$ cat config.mk
export PLATFORM = sky130hd
export DESIGN_NAME = cam_synced_two_motor_drive_unit
export DESIGN_NICKNAME = d
export VERILOG_FILES = /design/src/rtl/core/cstm_pkg.sv /design/src/rtl/core/cstm_cfg.sv /design/src/rtl/core/cstm_debounce.sv /design/src/rtl/core/cstm_ctrl.sv /design/src/rtl/core/cam_synced_two_motor_drive_unit.sv
export SDC_FILE = /design/constraint.sdc
export NUM_CORES = 1
export LEC_CHECK = 0
export BUFFER_PORTS_ARGS = -buffer_cell sky130_fd_sc_hd__buf_2
export CELL_PAD_IN_SITES_DETAIL_PLACEMENT = 1
export CELL_PAD_IN_SITES_GLOBAL_PLACEMENT = 1
export CORE_ASPECT_RATIO = 1.1
export CORE_MARGIN = 2
export CORE_UTILIZATION = 45
export DETAILED_ROUTE_END_ITERATION = 12
export MAX_ROUTING_LAYER = met4
export PLACE_DENSITY_LB_ADDON = 0.2
export SKIP_LAST_GASP = 1
export SLEW_MARGIN = 25
export SYNTH_ARGS = -nofsm -noshare
export SYNTH_HDL_FRONTEND = slang
export SYNTH_SLANG_ARGS = --single-unit
$ cat constraint.sdc
create_clock -name clk -period 5.6 [get_ports clk]
set_input_delay 1.12 -clock clk [delete_from_list [all_inputs] [get_ports clk]]
set_output_delay 1.12 -clock clk [all_outputs]
set_load 0.01 [all_outputs]
$ cat src/rtl/core/cstm_pkg.sv
// ----------------------------------------------------------------------------
// cstm_pkg
// Shared types and constants of the cam-synced two-motor drive unit.
// ----------------------------------------------------------------------------
package cstm_pkg;

  // Parameter defaults
  localparam int HISTORY_BITS_DEF   = 16;
  localparam int SETTLE_SAMPLES_DEF = 15;

  // Field widths
  localparam int MASK_W  = 16;
  localparam int LEVEL_W = 10;
  localparam int DRIVE_W = 11;
  localparam int MODE_W  = 3;
  localparam int PHASE_W = 3;
  localparam int CNT_W   = 4;

  // Configuration port
  localparam int PADDR_W = 3;
  localparam int PDATA_W = 32;
  localparam logic REG_SEL_MASK  = 1'b0;   // paddr[2] == 0: debounce_mask
  localparam logic REG_SEL_LEVEL = 1'b1;   // paddr[2] == 1: drive_level
  localparam logic [MASK_W-1:0]  MASK_RST  = 16'd255;
  localparam logic [LEVEL_W-1:0] LEVEL_RST = 10'd512;

  // Mode codes
  localparam logic [MODE_W-1:0] MODE_STOP  = 3'd0;
  localparam logic [MODE_W-1:0] MODE_FWD   = 3'd1;
  localparam logic [MODE_W-1:0] MODE_BACK  = 3'd2;
  localparam logic [MODE_W-1:0] MODE_LEFT  = 3'd3;
  localparam logic [MODE_W-1:0] MODE_RIGHT = 3'd4;

  // Phase codes
  localparam logic [PHASE_W-1:0] PH_SETTLE  = 3'd0;
  localparam logic [PHASE_W-1:0] PH_L_HIGH  = 3'd1;
  localparam logic [PHASE_W-1:0] PH_L_LOW   = 3'd2;
  localparam logic [PHASE_W-1:0] PH_R_HIGH  = 3'd3;
  localparam logic [PHASE_W-1:0] PH_R_LOW   = 3'd4;
  localparam logic [PHASE_W-1:0] PH_RUN     = 3'd5;
  localparam logic [PHASE_W-1:0] PH_L_HELD  = 3'd6;
  localparam logic [PHASE_W-1:0] PH_R_HELD  = 3'd7;

  // Control from the sequencer to the debouncers
  typedef struct packed {
    logic commit;   // a word is processed this cycle
    logic sample;   // shift the switch samples into the histories
  } smp_ctl_t;

endpackage

$ cat src/rtl/core/cstm_cfg.sv
// ----------------------------------------------------------------------------
// cstm_cfg
// APB-style configuration registers: debounce mask and drive level.
// ----------------------------------------------------------------------------
module cstm_cfg (
  input  logic                               clk,
  input  logic                               rst_n,
  input  logic                               psel,
  input  logic                               penable,
  input  logic                               pwrite,
  input  logic [cstm_pkg::PADDR_W-1:0]       paddr,
  input  logic [cstm_pkg::PDATA_W-1:0]       pwdata,
  output logic [cstm_pkg::PDATA_W-1:0]       prdata,
  output logic                               pready,
  output logic [cstm_pkg::MASK_W-1:0]        debounce_mask,
  output logic [cstm_pkg::LEVEL_W-1:0]       drive_level
);

  logic [cstm_pkg::MASK_W-1:0]  mask_r;
  logic [cstm_pkg::LEVEL_W-1:0] level_r;
  logic                         wr_en;

  assign pready = 1'b1;
  assign wr_en  = psel && penable && pwrite;

  // Write registers, decoded on the word address bit
  always_ff @(posedge clk) begin
    if (!rst_n) begin
      mask_r  <= cstm_pkg::MASK_RST;
      level_r <= cstm_pkg::LEVEL_RST;
    end else if (wr_en) begin
      if (paddr[2] == cstm_pkg::REG_SEL_MASK) begin
        mask_r <= pwdata[cstm_pkg::MASK_W-1:0];
      end else begin
        level_r <= pwdata[cstm_pkg::LEVEL_W-1:0];
      end
    end
  end

  // Read back
  always_comb begin
    if (paddr[2] == cstm_pkg::REG_SEL_MASK) begin
      prdata = {{(cstm_pkg::PDATA_W-cstm_pkg::MASK_W){1'b0}}, mask_r};
    end else begin
      prdata = {{(cstm_pkg::PDATA_W-cstm_pkg::LEVEL_W){1'b0}}, level_r};
    end
  end

  assign debounce_mask = mask_r;
  assign drive_level   = level_r;

endmodule

$ cat src/rtl/core/cstm_debounce.sv
// ----------------------------------------------------------------------------
// cstm_debounce
// Shift-register debounce of one cam switch with a settled level.
// ----------------------------------------------------------------------------
module cstm_debounce #(
  parameter int HISTORY_BITS = cstm_pkg::HISTORY_BITS_DEF
) (
  input  logic                         clk,
  input  logic                         rst_n,
  input  cstm_pkg::smp_ctl_t           ctl,
  input  logic                         raw,
  input  logic [cstm_pkg::MASK_W-1:0]  debounce_mask,
  output logic                         level_post
);

  logic [HISTORY_BITS-1:0] hist_r;
  logic [HISTORY_BITS-1:0] hist_nxt;
  logic                    level_r;
  logic [HISTORY_BITS-1:0] mask_w;
  logic [HISTORY_BITS-1:0] masked;
  logic [31:0]             mask_ext;

  // Fit the register mask to the history length
  assign mask_ext = {{(32-cstm_pkg::MASK_W){1'b0}}, debounce_mask};
  assign mask_w   = mask_ext[HISTORY_BITS-1:0];

  // Shift in the new sample and settle when all masked bits agree
  assign hist_nxt = {hist_r[HISTORY_BITS-2:0], raw};
  assign masked   = hist_nxt & mask_w;

  always_comb begin
    priority if (masked == mask_w) begin
      level_post = 1'b1;
    end else if (masked == '0) begin
      level_post = 1'b0;
    end else begin
      level_post = level_r;
    end
  end

  always_ff @(posedge clk) begin
    if (!rst_n) begin
      hist_r  <= '0;
      level_r <= 1'b0;
    end else if (ctl.commit && ctl.sample) begin
      hist_r  <= hist_nxt;
      level_r <= level_post;
    end
  end

endmodule

$ cat src/rtl/core/cstm_ctrl.sv
// ----------------------------------------------------------------------------
// cstm_ctrl
// Homing and run sequencer: phase, modes, remembered cam levels and drives.
// ----------------------------------------------------------------------------
module cstm_ctrl #(
  parameter int SETTLE_SAMPLES = cstm_pkg::SETTLE_SAMPLES_DEF
) (
  input  logic                                clk,
  input  logic                                rst_n,
  input  logic                                commit,
  input  logic                                click_up,
  input  logic                                click_down,
  input  logic                                click_left,
  input  logic                                click_right,
  input  logic                                click_stop,
  input  logic                                left_level,
  input  logic                                right_level,
  input  logic [cstm_pkg::LEVEL_W-1:0]        drive_level,
  output cstm_pkg::smp_ctl_t                  smp_ctl,
  output logic signed [cstm_pkg::DRIVE_W-1:0] left_drive,
  output logic signed [cstm_pkg::DRIVE_W-1:0] right_drive,
  output logic [cstm_pkg::MODE_W-1:0]         mode_now,
  output logic [cstm_pkg::PHASE_W-1:0]        phase_now
);

  logic [cstm_pkg::PHASE_W-1:0] phase_r, phase_nxt;
  logic [cstm_pkg::MODE_W-1:0]  cur_r, cur_nxt;
  logic [cstm_pkg::MODE_W-1:0]  req_r, req_nxt;
  logic [cstm_pkg::CNT_W-1:0]   settle_r, settle_nxt;
  logic                         rem_l_r, rem_l_nxt;
  logic                         rem_r_r, rem_r_nxt;
  logic                         pend_r, pend_nxt;

  logic signed [cstm_pkg::DRIVE_W-1:0] pos_drv, neg_drv;
  logic signed [cstm_pkg::DRIVE_W-1:0] ld, rd, md_l, md_r;
  logic                                fin;

  assign pos_drv = $signed({1'b0, drive_level});
  assign neg_drv = -pos_drv;

  // Sample in every phase except running in stop
  assign smp_ctl.commit = commit;
  assign smp_ctl.sample = !(phase_r == cstm_pkg::PH_RUN && cur_r == cstm_pkg::MODE_STOP);

  // Drives for the current mode
  always_comb begin
    unique case (cur_r)
      cstm_pkg::MODE_FWD:   begin md_l = pos_drv; md_r = pos_drv; end
      cstm_pkg::MODE_BACK:  begin md_l = neg_drv; md_r = neg_drv; end
      cstm_pkg::MODE_LEFT:  begin md_l = neg_drv; md_r = pos_drv; end
      cstm_pkg::MODE_RIGHT: begin md_l = pos_drv; md_r = neg_drv; end
      default:              begin md_l = '0;      md_r = '0;      end
    endcase
  end

  // Step logic for one word
  always_comb begin
    phase_nxt  = phase_r;
    cur_nxt    = cur_r;
    req_nxt    = req_r;
    settle_nxt = settle_r;
    rem_l_nxt  = rem_l_r;
    rem_r_nxt  = rem_r_r;
    pend_nxt   = pend_r;
    ld         = '0;
    rd         = '0;
    fin        = 1'b0;

    unique case (phase_r)
      cstm_pkg::PH_SETTLE: begin
        settle_nxt = settle_r + 1'b1;
        if (settle_nxt >= cstm_pkg::CNT_W'(SETTLE_SAMPLES)) begin
          phase_nxt = cstm_pkg::PH_L_HIGH;
          ld        = neg_drv;
        end
      end
      cstm_pkg::PH_L_HIGH: begin
        ld = neg_drv;
        if (left_level) phase_nxt = cstm_pkg::PH_L_LOW;
      end
      cstm_pkg::PH_L_LOW: begin
        ld = neg_drv;
        if (!left_level) begin
          phase_nxt = cstm_pkg::PH_R_HIGH;
          ld        = '0;
          rd        = neg_drv;
        end
      end
      cstm_pkg::PH_R_HIGH: begin
        rd = neg_drv;
        if (right_level) phase_nxt = cstm_pkg::PH_R_LOW;
      end
      cstm_pkg::PH_R_LOW: begin
        rd = neg_drv;
        if (!right_level) begin
          rd        = '0;
          rem_l_nxt = left_level;
          rem_r_nxt = right_level;
          pend_nxt  = 1'b1;
          cur_nxt   = cstm_pkg::MODE_STOP;
          req_nxt   = cstm_pkg::MODE_STOP;
          phase_nxt = cstm_pkg::PH_RUN;
        end
      end
      cstm_pkg::PH_RUN: begin
        // Take clicks, stop first
        priority if (click_stop)  req_nxt = cstm_pkg::MODE_STOP;
        else if (click_right)     req_nxt = cstm_pkg::MODE_RIGHT;
        else if (click_left)      req_nxt = cstm_pkg::MODE_LEFT;
        else if (click_down)      req_nxt = cstm_pkg::MODE_BACK;
        else if (click_up)        req_nxt = cstm_pkg::MODE_FWD;
        else                      req_nxt = req_r;
        ld  = md_l;
        rd  = md_r;
        fin = 1'b1;
        if (cur_r != cstm_pkg::MODE_STOP) begin
          priority if ((left_level != rem_l_r) && (right_level != rem_r_r)) begin
            pend_nxt = 1'b1;
          end else if (left_level != rem_l_r) begin
            ld        = '0;
            phase_nxt = cstm_pkg::PH_L_HELD;
            fin       = 1'b0;
          end else if (right_level != rem_r_r) begin
            rd        = '0;
            phase_nxt = cstm_pkg::PH_R_HELD;
            fin       = 1'b0;
          end else begin
            pend_nxt = pend_r;
          end
        end
      end
      cstm_pkg::PH_L_HELD: begin
        ld = md_l;
        rd = md_r;
        if (right_level != rem_r_r) begin
          pend_nxt  = 1'b1;
          phase_nxt = cstm_pkg::PH_RUN;
          fin       = 1'b1;
        end else begin
          ld = '0;
        end
      end
      default: begin
        ld = md_l;
        rd = md_r;
        if (left_level != rem_l_r) begin
          pend_nxt  = 1'b1;
          phase_nxt = cstm_pkg::PH_RUN;
          fin       = 1'b1;
        end else begin
          rd = '0;
        end
      end
    endcase

    // Finish a running or releasing word
    if (fin) begin
      if (cur_nxt == cstm_pkg::MODE_STOP) cur_nxt = req_nxt;
      if (pend_nxt) begin
        rem_l_nxt = !rem_l_nxt;
        rem_r_nxt = !rem_r_nxt;
        pend_nxt  = 1'b0;
        cur_nxt   = req_nxt;
        if (cur_nxt == cstm_pkg::MODE_STOP) begin
          ld = '0;
          rd = '0;
        end
      end
    end
  end

  // Commit the state of a processed word
  always_ff @(posedge clk) begin
    if (!rst_n) begin
      phase_r  <= cstm_pkg::PH_SETTLE;
      cur_r    <= cstm_pkg::MODE_STOP;
      req_r    <= cstm_pkg::MODE_STOP;
      settle_r <= '0;
      rem_l_r  <= 1'b0;
      rem_r_r  <= 1'b0;
      pend_r   <= 1'b0;
    end else if (commit) begin
      phase_r  <= phase_nxt;
      cur_r    <= cur_nxt;
      req_r    <= req_nxt;
      settle_r <= settle_nxt;
      rem_l_r  <= rem_l_nxt;
      rem_r_r  <= rem_r_nxt;
      pend_r   <= pend_nxt;
    end
  end

  assign left_drive  = ld;
  assign right_drive = rd;
  assign mode_now    = cur_nxt;
  assign phase_now   = phase_nxt;

endmodule

$ cat src/rtl/core/cam_synced_two_motor_drive_unit.sv
// ----------------------------------------------------------------------------
// cam_synced_two_motor_drive_unit
// Debounces two cam switches, homes both cams and drives two motors in step.
// ----------------------------------------------------------------------------
// Takes one input word per clock while in_stall is low and returns one result
// word per input word. A word passes an input register and a result register.
// The result register loads a word's result once the word sits in the input
// register and the result register is free or being taken; it holds its word
// while out_stall is high. The step logic between those registers is
// combinational, so a new word can enter as the last one moves on.
// The user must write configuration over the APB port only while no words are
// in flight; the block itself does not enforce it.
module cam_synced_two_motor_drive_unit #(
  parameter int HISTORY_BITS   = cstm_pkg::HISTORY_BITS_DEF,
  parameter int SETTLE_SAMPLES = cstm_pkg::SETTLE_SAMPLES_DEF
) (
  input  logic                                clk,
  input  logic                                rst_n,
  // Input channel
  input  logic                                in_valid,
  output logic                                in_stall,
  input  logic                                in_left_switch,
  input  logic                                in_right_switch,
  input  logic                                in_click_up,
  input  logic                                in_click_down,
  input  logic                                in_click_left,
  input  logic                                in_click_right,
  input  logic                                in_click_stop,
  // Result channel
  output logic                                out_valid,
  input  logic                                out_stall,
  output logic signed [cstm_pkg::DRIVE_W-1:0] out_left_drive,
  output logic signed [cstm_pkg::DRIVE_W-1:0] out_right_drive,
  output logic [cstm_pkg::MODE_W-1:0]         out_mode_now,
  output logic [cstm_pkg::PHASE_W-1:0]        out_phase_now,
  // Configuration port
  input  logic                                psel,
  input  logic                                penable,
  input  logic                                pwrite,
  input  logic [cstm_pkg::PADDR_W-1:0]        paddr,
  input  logic [cstm_pkg::PDATA_W-1:0]        pwdata,
  output logic [cstm_pkg::PDATA_W-1:0]        prdata,
  output logic                                pready
);

  // Input register
  logic in_v_r;
  logic lsw_r, rsw_r, up_r, down_r, left_r, right_r, stop_r;
  // Result register
  logic                                out_v_r;
  logic signed [cstm_pkg::DRIVE_W-1:0] ld_r, rd_r;
  logic [cstm_pkg::MODE_W-1:0]         mode_r;
  logic [cstm_pkg::PHASE_W-1:0]        phase_r;

  logic                                advance;
  logic                                in_take;
  cstm_pkg::smp_ctl_t                  smp_ctl;
  logic [cstm_pkg::MASK_W-1:0]         debounce_mask;
  logic [cstm_pkg::LEVEL_W-1:0]        drive_level;
  logic                                lvl_l, lvl_r;
  logic signed [cstm_pkg::DRIVE_W-1:0] ld_nxt, rd_nxt;
  logic [cstm_pkg::MODE_W-1:0]         mode_nxt;
  logic [cstm_pkg::PHASE_W-1:0]        phase_nxt;

  // Move a word into the result register when that register is free
  assign advance  = in_v_r && (!out_v_r || !out_stall);
  assign in_stall = in_v_r && !advance;
  assign in_take  = in_valid && !in_stall;

  always_ff @(posedge clk) begin
    if (!rst_n) begin
      in_v_r <= 1'b0;
    end else if (in_take) begin
      in_v_r <= 1'b1;
    end else if (advance) begin
      in_v_r <= 1'b0;
    end
  end

  always_ff @(posedge clk) begin
    if (in_take) begin
      lsw_r   <= in_left_switch;
      rsw_r   <= in_right_switch;
      up_r    <= in_click_up;
      down_r  <= in_click_down;
      left_r  <= in_click_left;
      right_r <= in_click_right;
      stop_r  <= in_click_stop;
    end
  end

  cstm_cfg u_cfg (
    .clk           (clk),
    .rst_n         (rst_n),
    .psel          (psel),
    .penable       (penable),
    .pwrite        (pwrite),
    .paddr         (paddr),
    .pwdata        (pwdata),
    .prdata        (prdata),
    .pready        (pready),
    .debounce_mask (debounce_mask),
    .drive_level   (drive_level)
  );

  cstm_debounce #(.HISTORY_BITS(HISTORY_BITS)) u_deb_l (
    .clk           (clk),
    .rst_n         (rst_n),
    .ctl           (smp_ctl),
    .raw           (lsw_r),
    .debounce_mask (debounce_mask),
    .level_post    (lvl_l)
  );

  cstm_debounce #(.HISTORY_BITS(HISTORY_BITS)) u_deb_r (
    .clk           (clk),
    .rst_n         (rst_n),
    .ctl           (smp_ctl),
    .raw           (rsw_r),
    .debounce_mask (debounce_mask),
    .level_post    (lvl_r)
  );

  cstm_ctrl #(.SETTLE_SAMPLES(SETTLE_SAMPLES)) u_ctrl (
    .clk         (clk),
    .rst_n       (rst_n),
    .commit      (advance),
    .click_up    (up_r),
    .click_down  (down_r),
    .click_left  (left_r),
    .click_right (right_r),
    .click_stop  (stop_r),
    .left_level  (lvl_l),
    .right_level (lvl_r),
    .drive_level (drive_level),
    .smp_ctl     (smp_ctl),
    .left_drive  (ld_nxt),
    .right_drive (rd_nxt),
    .mode_now    (mode_nxt),
    .phase_now   (phase_nxt)
  );

  // Result register: hold while stalled
  always_ff @(posedge clk) begin
    if (!rst_n) begin
      out_v_r <= 1'b0;
    end else if (advance) begin
      out_v_r <= 1'b1;
    end else if (!out_stall) begin
      out_v_r <= 1'b0;
    end
  end

  always_ff @(posedge clk) begin
    if (advance) begin
      ld_r    <= ld_nxt;
      rd_r    <= rd_nxt;
      mode_r  <= mode_nxt;
      phase_r <= phase_nxt;
    end
  end

  assign out_valid       = out_v_r;
  assign out_left_drive  = ld_r;
  assign out_right_drive = rd_r;
  assign out_mode_now    = mode_r;
  assign out_phase_now   = phase_r;

endmodule

==> Yosys cells after proc, flatten, opt, wreduce, memory -nomap -nowiden <==
Index checks and enable logic that the tools add are counted.
{ "op_classes": {"muxes": 78, "n_eq_ne": 15, "reduce_logical": 35, "bitwise_logic": 3, "n_addsub": 2, "n_lt_le_gt_ge": 1} }
{ "op_table": {"columns": ["op", "n"], "rows": [
  ["$mux 11", 19],
  ["$pmux 11 s6", 2],
  ["$mux 3", 22],
  ["$pmux 11 s2", 2],
  ["$and 16x16->16", 2],
  ["$eq 16x16->1", 2],
  ["$logic_not 16->1", 2],
  ["$mux 1", 28],
  ["$pmux 3 s7", 1],
  ["$mux 16", 1],
  ["$eq 3x2->1 const B", 4],
  ["$eq 3x3->1 const B", 4],
  ["$logic_not 3->1", 4],
  ["$reduce_or 2->1", 6],
  ["$neg 10->11", 1],
  ["$logic_and 1x1->1", 8],
  ["$logic_not 1->1", 7],
  ["$eq 3x1->1 const B", 2],
  ["$pmux 3 s2", 1],
  ["$reduce_and 2->1", 3],
  ["$reduce_or 5->1", 1],
  ["$add 4x1->4 const B", 1],
  ["$ge 4x4->1 const B", 1],
  ["$pmux 1 s4", 1],
  ["other kinds (8)", 9]
]} }
{ "word_totals": {"inputBits": 49, "word_cells": 160, "register_bits": 111, "output_inout_bits": 63} }

==> Longest topological paths before layout <==
Gate-level depths: netlist (run 1).
{ "logic_depth": {"ltp_word": 13, "mapped_depth": 15, "ltp_nobuf": 14} }

==> Hierarchy <==
Synthesis (run 1) repeated with hierarchy kept, for this count alone.
{ "hier_totals": {"hier_cells": 693, "area_unflattened_um2": 6150.9} }
{ "modules_own_cells": {"columns": ["module", "cells_per_inst", "n_inst", "area_per_inst_um2", "seq_area_each_um2"], "rows": [
  ["cstm_ctrl", 293, 1, 1973.1, 320.3],
  ["cstm_debounce", 103, 2, 824.5, 320.3],
  ["cstm_cfg", 151, 1, 1393.8, 520.5],
  ["cam_synced_two_motor_drive_unit", 43, 1, 1134.8, 1091.0]
]} }

==> Worst setup path after synthesis (run 1) <==
Ideal clock, no wire load.
{ "synth_path": {"path_kind": "register -> register", "startpoint": "reg u_cfg.mask_r (netlist bit u_cfg.debounce_mask[6])", "endpoint": "reg rd_r (netlist bit out_right_drive[1]), data pin", "n_path_buf": 1, "synth_period_minus_slack_ps": 3468, "t_required_ps": 5343, "setup_slack_ps": 2132, "path_stages_with_launch": 16, "arrival_time_ps": 3211, "setup_ps": 257, "cell_sequence": "dfxtp_1 -> a22o_1 -> a221oi_1 -> nand4_1 -> a22oi_1 -> inv_1 -> ha_1 -> ha_1 -> nor2_1 -> nand2_1 -> a221o_1 -> o31ai_1 -> o21bai_1 -> clkbuf_1 -> a22oi_1 -> nor2_1"} }
{ "synth_via": {"elab_chain_cells": 13, "word_cells_on_any_way": 40, "classes_between": "eq/ne: 4; mux: 30; bitwise: 2; reduce/logical: 4"} }
{ "synth_lines": {"columns": ["item", "line_no", "rtl"], "rows": [
  ["from (decl)", "cstm_cfg.sv:19", "logic [cstm_pkg::MASK_W-1:0] mask_r;"],
  ["from (signal assigned)", "cstm_cfg.sv:29", "mask_r <= cstm_pkg::MASK_RST;"],
  ["from (signal assigned)", "cstm_cfg.sv:33", "mask_r <= pwdata[cstm_pkg::MASK_W-1:0];"],
  ["$and 16x16->16", "cstm_debounce.sv:29", "assign masked = hist_nxt & mask_w;"],
  ["$logic_not 16->1", "cstm_debounce.sv:34", "end else if (masked == '0) begin"],
  ["$mux 1", "cstm_debounce.sv:34", null],
  ["$mux 1 (*)", "cstm_debounce.sv:32", "priority if (masked == mask_w) begin"],
  ["named net lvl_r", "cam_synced_two_motor_drive_unit.sv:60", "logic lvl_l, lvl_r;"],
  ["$ne 1x1->1", "cstm_ctrl.sv:117, cstm_ctrl.sv:123, cstm_ctrl.sv:135", null],
  ["$mux 11", "cstm_ctrl.sv:123", "end else if (right_level != rem_r_r) begin"],
  ["$mux 11", "cstm_ctrl.sv:119", "end else if (left_level != rem_l_r) begin"],
  ["$mux 11", "cstm_ctrl.sv:117", "priority if ((left_level != rem_l_r) && (right_level != rem_r_r)) begin"],
  ["$mux 11", "cstm_ctrl.sv:116", "if (cur_r != cstm_pkg::MODE_STOP) begin"],
  ["$pmux 11 s6", "cstm_ctrl.sv:69", "unique case (phase_r)"],
  ["$mux 11", "cstm_ctrl.sv:164", "if (cur_nxt == cstm_pkg::MODE_STOP) begin"],
  ["$mux 11", "cstm_ctrl.sv:159", "if (pend_nxt) begin"],
  ["$mux 11 (*)", "cstm_ctrl.sv:157", "if (fin) begin"],
  ["named net rd_nxt (one bit)", "cam_synced_two_motor_drive_unit.sv:61", "logic signed [cstm_pkg::DRIVE_W-1:0] ld_nxt, rd_nxt;"],
  ["to (signal assigned)", "cam_synced_two_motor_drive_unit.sv:157", "rd_r <= rd_nxt;"],
  ["to (decl)", "cam_synced_two_motor_drive_unit.sv:51", "logic signed [cstm_pkg::DRIVE_W-1:0] ld_r, rd_r;"]
]} }
The timed path passes the listed nets; every way through them passes the cells marked *.
A chain may end at the register's enable or synchronous reset.

==> Worst setup path in the final report (run 1) <==
Same ends and word-level chain as after synthesis.

==> results_dict.tcl, run 1 <==
set metrics [dict create \
    outcome "completed" \
    ys_seq_elements 111 \
    post-cts-setup-buffer-count 0 \
    synth_compound_area_frac 0.225 \
    regToRegSetupSlack_ns 1.40 \
    crit_required_ns 5.70 \
    die_x_um 113 \
    dp_slack_ns 1.46 \
    cts_tree "built" \
    grt_pass1_vias 5160 \
    h-tree-depth 3 \
    hpwl_um 11800 \
    final_cells 891 \
    synth_mux_area_frac 0.0133 \
    path_class "reg2reg" \
    irDropWorstVdd_v 0.000211 \
    fin_crit_sh 0.751 \
    drt_first_iter_violations 306 \
    setup_viol 0 \
    ant_nets 0 \
    post-route-util 0.519 \
    drc 0 \
    routed_wl_um 16300 \
    startpoint_type "flip-flop" \
    path_cells "a22o_1 > a221oi_1 > nand4_1 > a22oi_1 > buf_4 > inv_1 > ha_1 > ha_1 > nor2_1 > nand2_1 > a221o_1 > o31ai_1 > o21bai_1 > a22oi_1 > nor2_1" \
    syn_avg_cell_area_um2 8.64 \
    nets 783 \
    die_area_mm2 0.0139 \
    drive_above_1_share 0.170 \
    grt-ovfl-total 0 \
    synth-xor-area-share 0.0163 \
    hp-class "reg2reg" \
    ys_top_cells_by_area "dfxtp_1, edfxtp_1, nand2_1" \
    synthSimpleGateAreaFrac 0.228 \
    ys_types 65 \
    synth_edf_count 35 \
    tns_ns 0 \
    dp.cells 875 \
    rows 43 \
    numCtsBuffers 9 \
    synthCells 676 \
    async_flop_share 0 \
    final-max-slew-violation-count 0 \
    place.gp.congestion 0.901 \
    critPathCaptureType "flip-flop" \
    synth_flop_cell "dfxtp_1" \
    portBuffers 76 \
    grtUsageTotal 0.248 \
    synthAdderAreaFrac 0.0107 \
    hold_path_end "u_ctrl.req_r[1]$_SDFFE_PN0P_" \
    ff2ff_path_depth 15 \
    p_total_w 0.00167 \
    antenna_found_initial 0 \
    reg2reg_to "out_right_drive[1]$_DFFE_PP_" \
    layout_min_cycle_time_ns 4.20 \
    cts_root_buf "clkbuf_16" \
    drtPass1Iterations 4 \
    cts_resized 0 \
    num_vias 5067 \
    fill_cells 1550 \
    clk_pin_slew_ns 0.07 \
    hold_viol_final 0 \
    whs_path_depth 1 \
    skew_ns 0.00663 \
    ys_seq_area_frac 0.440 \
    synth_top_cell_by_area "dfxtp_1" \
    synth_top_area_frac 0.260 \
    maxCapViolations 0 \
    clockBufferDepth 2 \
    tightest_slew_ns 0.915 \
    mostFrequentLayoutCell "nand2_1" \
    max_stage_delay_ns 0.46 \
    fp.dieH_um 123 \
    slew_headroom 0.389 \
    critPathMaxFanout 12 \
    synth_top_family_by_area "simple AND/OR/NAND/NOR gates" \
    grt_pass1_wl_um 26500 \
    synth_warnings 0 \
    syn2layout_area_growth_pct 12.4 \
    detail_route.wl_per_cell_um 18.3 \
    io_pins 112 \
    cp_top_family "compound AO/OA/AOI/OAI gates" \
    start_util 0.462 \
    rsz0062_at_grt "no" \
    fmax_ghz 0.238 \
    final_cell_mix "nand2_1, dfxtp_1, buf_2" \
    cts_hold_buf 0 \
    worstPathBufferInverterCount 2 \
    routed_via_density 5.69 \
    powerDensity_mw_per_mm2 254 \
    coreArea_mm2 0.0126 \
    post-route-worst-setup-slack_ns 1.40 \
    slowest_stage "o31ai_1" \
    rr_startpoint "u_cfg.debounce_mask[6]$_SDFFE_PN1P_" \
    leakagePower_nw 2.55 \
    synth_area_mm2 0.00584 \
    diodes 0 \
    arrival_ns 4.30 \
    min_from "u_ctrl.req_r[1]$_SDFFE_PN0P_" \
    clkLatencyLatePin_ns 0.36 \
    grt_start_max_net_pins 81 \
    cts_sinks 111 \
]
[worst max path at each step]
| stage | slack, ns | to | start | cells past startpoint |
|---|---|---|---|---|
| floorplan | 2.13 | out_right_drive[1]$_DFFE_PP_ | u_cfg.debounce_mask[6]$_SDFFE_PN1P_ | 15 |
| global placement | 1.60 | out_right_drive[1]$_DFFE_PP_ | u_cfg.debounce_mask[6]$_SDFFE_PN1P_ | 15 |
| detailed placement | 1.46 | out_right_drive[1]$_DFFE_PP_ | u_cfg.debounce_mask[6]$_SDFFE_PN1P_ | 15 |
| CTS | 1.45 | out_right_drive[1]$_DFFE_PP_ | u_cfg.debounce_mask[6]$_SDFFE_PN1P_ | 15 |
| global route | 1.07 | out_right_drive[3]$_DFFE_PP_ | u_cfg.debounce_mask[6]$_SDFFE_PN1P_ | 15 |
| finish | 1.40 | out_right_drive[1]$_DFFE_PP_ | u_cfg.debounce_mask[6]$_SDFFE_PN1P_ | 15 |
[per-layer routing]
metal / part of all wire / track usage
met1: 0.41 / 0.288
met2: 0.52 / 0.426
met3: 0.039 / 0.0456
met4: 0.030 / 0.102
met5: 0 / -
[cells in the mapped netlist, types with 3 or more instances]
master,count
o21ai_0,18
ha_1,5
buf_4,17
xnor2_1,8
nand2b_1,21
a22oi_1,13
and3_1,3
o32ai_1,5
a21boi_0,48
o2111ai_1,6
nand4_1,3
clkbuf_1,37
a31oi_1,5
a311oi_1,3
inv_1,25
nor2_1,45
o21a_1,3
mux2_2,6
nor3_1,13
or3_1,9
a22o_1,9
o22ai_1,7
nand3_1,12
a221oi_1,4
o211ai_1,5
o211a_1,7
nand2_1,148
edfxtp_1,35
a221oi_2,4
dfxtp_1,76
a21oi_1,19
nor2b_1,12
and2_1,8
[layout make-up]
type,count,area [um2],share of cell area
clock buffer,13,282,0.0429
tap,157,196,0.0299
sequential,111,2570,0.392
multi-input combinational,498,2960,0.451
inverter,25,93.8,0.0143
timing repair buffer,84,440,0.0671
clock inverter,3,16.3,0.00248
[cells by family (layout without fill, tap and decap cells)]
family / count (synthesis) / after routing
and+or+nand+nor: 287 / 287
buffers and inverters: 82 / 125
AOI/OAI and AO/OA: 172 / 172
DFF: 111 / 111
other: 2 / 17
muxes: 7 / 7
adders and majority gates: 5 / 5
xor gates and xnor gates: 10 / 10
[report_power, final]
group          switching, W  internal, W  leakage [nW]
Clock              0.000290     0.000352         0.148
Sequential        0.0000216     0.000852         0.948
Combinational     0.0000961    0.0000587          1.45
Total              0.000408      0.00126          2.55
[flip-flops by register name (all words and copies together), names as in the netlist, 3 cells and up]
register	flops
out_left_drive	11
out_mode_now	3
u_deb_r.hist_r	15
out_phase_now	3
out_right_drive	11
u_cfg.debounce_mask	16
u_ctrl.req_r	3
u_cfg.drive_level	10
u_ctrl.phase_r	3
u_ctrl.settle_r	4
u_ctrl.cur_r	3
u_deb_l.hist_r	15
[stage by stage]
step	hold slack (ns)	area, um2
floorplan	0.452	5900
detailed placement	0.480	6250
global placement	0.465	6250
global route	0.523	6570
CTS	0.502	6550
finish	0.497	6570
Note: power is estimated with default switching activity, not from simulation.
==> run 2: changes to the inputs <==
--- a/config.mk
+++ b/config.mk
@@ -10,7 +10,7 @@
 export CELL_PAD_IN_SITES_GLOBAL_PLACEMENT = 1
 export CORE_ASPECT_RATIO = 1.1
 export CORE_MARGIN = 2
-export CORE_UTILIZATION = 45
+export CORE_UTILIZATION = 42
 export DETAILED_ROUTE_END_ITERATION = 12
 export MAX_ROUTING_LAYER = met4
 export PLACE_DENSITY_LB_ADDON = 0.2
==> constraint.sdc (replaced) <==
create_clock -name clk -period 4.2 [get_ports clk]
set_input_delay 0.84 -clock clk [delete_from_list [all_inputs] [get_ports clk]]
set_output_delay 0.84 -clock clk [all_outputs]
set_load 0.01 [all_outputs]
==> run 2 against run 1 <==
Net effect: sequential power increased by 33%; routed wire length grew 0.26%; count of clock-buffer cells in the layout down 4; combinational power up 34%; global-route usage is 0.74 points lower; fmax grew 9.2%; final cell count increased by 3.7%; register-to-register slack lost 1.0 ns; critical endpoint unchanged; largest cell class unchanged; largest power group unchanged.
==> results_dict.tcl, run 2 (synthesis results as in run 1) <==
set metrics [dict create \
    outcome "completed" \
    routed_via_density 5.45 \
    slowest_stage "dfxtp_1" \
    fp.dieH_um 128 \
    hold_viol_final 0 \
    final_cell_mix "nand2_1, dfxtp_1, buf_2" \
    critPathMaxFanout 12 \
    post-cts-setup-buffer-count 0 \
    start_util 0.427 \
    diodes 0 \
    path_cells "a22o_1 > a221oi_1 > nand4_1 > a22oi_1 > inv_1 > ha_1 > ha_1 > nor2_1 > nand2_1 > a221o_1 > o31ai_2 > o21bai_2 > a22oi_1 > nor2_1" \
    clkLatencyLatePin_ns 0.36 \
    grt_start_max_net_pins 52 \
    coreArea_mm2 0.0137 \
    maxCapViolations 0 \
    drtPass1Iterations 4 \
    hp-class "reg2reg" \
    grtUsageMet3 0.0293 \
    multi_input_area_mm2 0.00297 \
    fill_cells 1662 \
    drive_above_1_share 0.177 \
    die_area_mm2 0.0149 \
    rsz0062_at_grt "no" \
    clkPwrFrac 0.396 \
    cts_tree "built" \
    grtUsageTotal 0.241 \
    routed_wl_um 16300 \
    clk_pin_slew_ns 0.07 \
    place.gp.congestion 0.884 \
    crit_required_ns 4.31 \
    grt_pass1_vias 5184 \
    place_area_mm2 0.00631 \
    rr_startpoint "u_cfg.debounce_mask[9]$_SDFFE_PN0P_" \
    fin_crit_sh 0.916 \
    max_stage_delay_ns 0.39 \
    slew_headroom 0.454 \
    final_area_mm2 0.00663 \
    skew_ns 0.00987 \
    rows 45 \
    ant_nets 0 \
    p_seq_frac 0.512 \
    setup_viol 0 \
    largest_reg_flops 16 \
    detail_route.wl_per_cell_um 17.7 \
    cts_sinks 111 \
    io_pins 112 \
    grt-ovfl-total 0 \
    drt_first_iter_violations 228 \
    cts_root_buf "clkbuf_16" \
    min_from "u_deb_r.hist_r[14]$_SDFFE_PN0P_" \
    startpoint "u_cfg.debounce_mask[9]$_SDFFE_PN0P_" \
    powerDensity_mw_per_mm2 343 \
    tns_ns 0 \
    antenna_found_initial 0 \
    busiest_layer "met2" \
    syn2layout_area_growth_pct 13.6 \
    leakagePower_nw 2.56 \
    drc 0 \
    mostFrequentLayoutCell "nand2_1" \
    combPwrFrac 0.092 \
    grtUsageMet1 0.283 \
    irDropWorstVdd_v 0.000172 \
    grt_use_met2 0.416 \
    h-tree-depth 3 \
    numCtsBuffers 9 \
    die_x_um 116 \
    grt_pass1_wl_um 26900 \
    arrival_ns 3.96 \
    internal-power_w 0.00171 \
    nets 785 \
    hpwl_um 11900 \
    final-max-slew-violation-count 0 \
    switching_power_w 0.000563 \
    critPathCaptureType "flip-flop" \
    switching_share 0.248 \
    path_class "reg2reg" \
    regArea_mm2 0.00257 \
    num_vias 5036 \
    tightest_slew_ns 0.818 \
    fmax_ghz 0.260 \
    layout_min_cycle_time_ns 3.85 \
    portBuffers 76 \
    startpoint_type "flip-flop" \
    clockBufferDepth 2 \
]
-- run 2: per-stage QoR --
step / utilization / worst slack, ns / std cells / total power (W) / hold slack, ns
finish: 0.485 / 0.351 / 924 / 0.00227 / 0.491
global route: 0.485 / 0.0973 / 924 / 0.00236 / 0.505
CTS: 0.484 / 0.0908 / 924 / 0.00230 / 0.493
detailed placement: 0.461 / 0.117 / 908 / 0.00140 / 0.483
global placement: 0.461 / 0.279 / 908 / 0.00139 / 0.473
floorplan: - / 0.732 / 691 / 0.00133 / 0.452
-- run 2: timing repair --
action                     4_1_cts  5_1_grt
setup endpoints to repair        0       11
resized for setup                0        2
hold buffers                     0        0
-- run 2: power groups by stage --
| stage | registers, W | logic (W) | clock network, W |
|---|---|---|---|
| floorplan | 0.00118 | 0.000145 | 0 |
| global placement | 0.00119 | 0.000201 | 0 |
| detailed placement | 0.00119 | 0.000209 | 0 |
| CTS | 0.00116 | 0.000211 | 0.000929 |
| global route | 0.00117 | 0.000232 | 0.000963 |
| finish | 0.00116 | 0.000208 | 0.000901 |
-- run 2: layer usage --
metal	part of all wire	routed length, um
met1	0.42	6780
met2	0.53	8660
met3	0.032	530
met4	0.022	356
met5	0	0
-- run 2: final timing paths --
kind                                                        end  depth (start not counted)  slack (ns)
worst min register to register  u_deb_r.hist_r[14]$_SDFFE_PN0P_                          2        0.49
worst min-delay path            u_deb_r.hist_r[14]$_SDFFE_PN0P_                          2        0.49
worst max-delay path               out_right_drive[1]$_DFFE_PP_                         14        0.35
worst max register to register     out_right_drive[1]$_DFFE_PP_                         14        0.35
-- run 2: final cells by class --
type                    count  area share
multi-input cells         498       0.447
clock buffers               9      0.0340
clock inverters             7      0.0128
well taps                 188      0.0355
repair buffers             86      0.0687
inverters                  25      0.0141
flip-flops and latches    111       0.388
-- run 2: critical path: cells and delay by family, from the launching register on --
| family | cells | cell delay [ns] |
|---|---|---|
| flip-flops | 1 | 0.39 |
| buffers and inverters | 1 | 0.08 |
| AO/OA/AOI/OAI | 7 | 2.00 |
| AND/OR/NAND/NOR | 4 | 0.48 |
| adder cells (fa/ha/maj) | 2 | 0.64 |
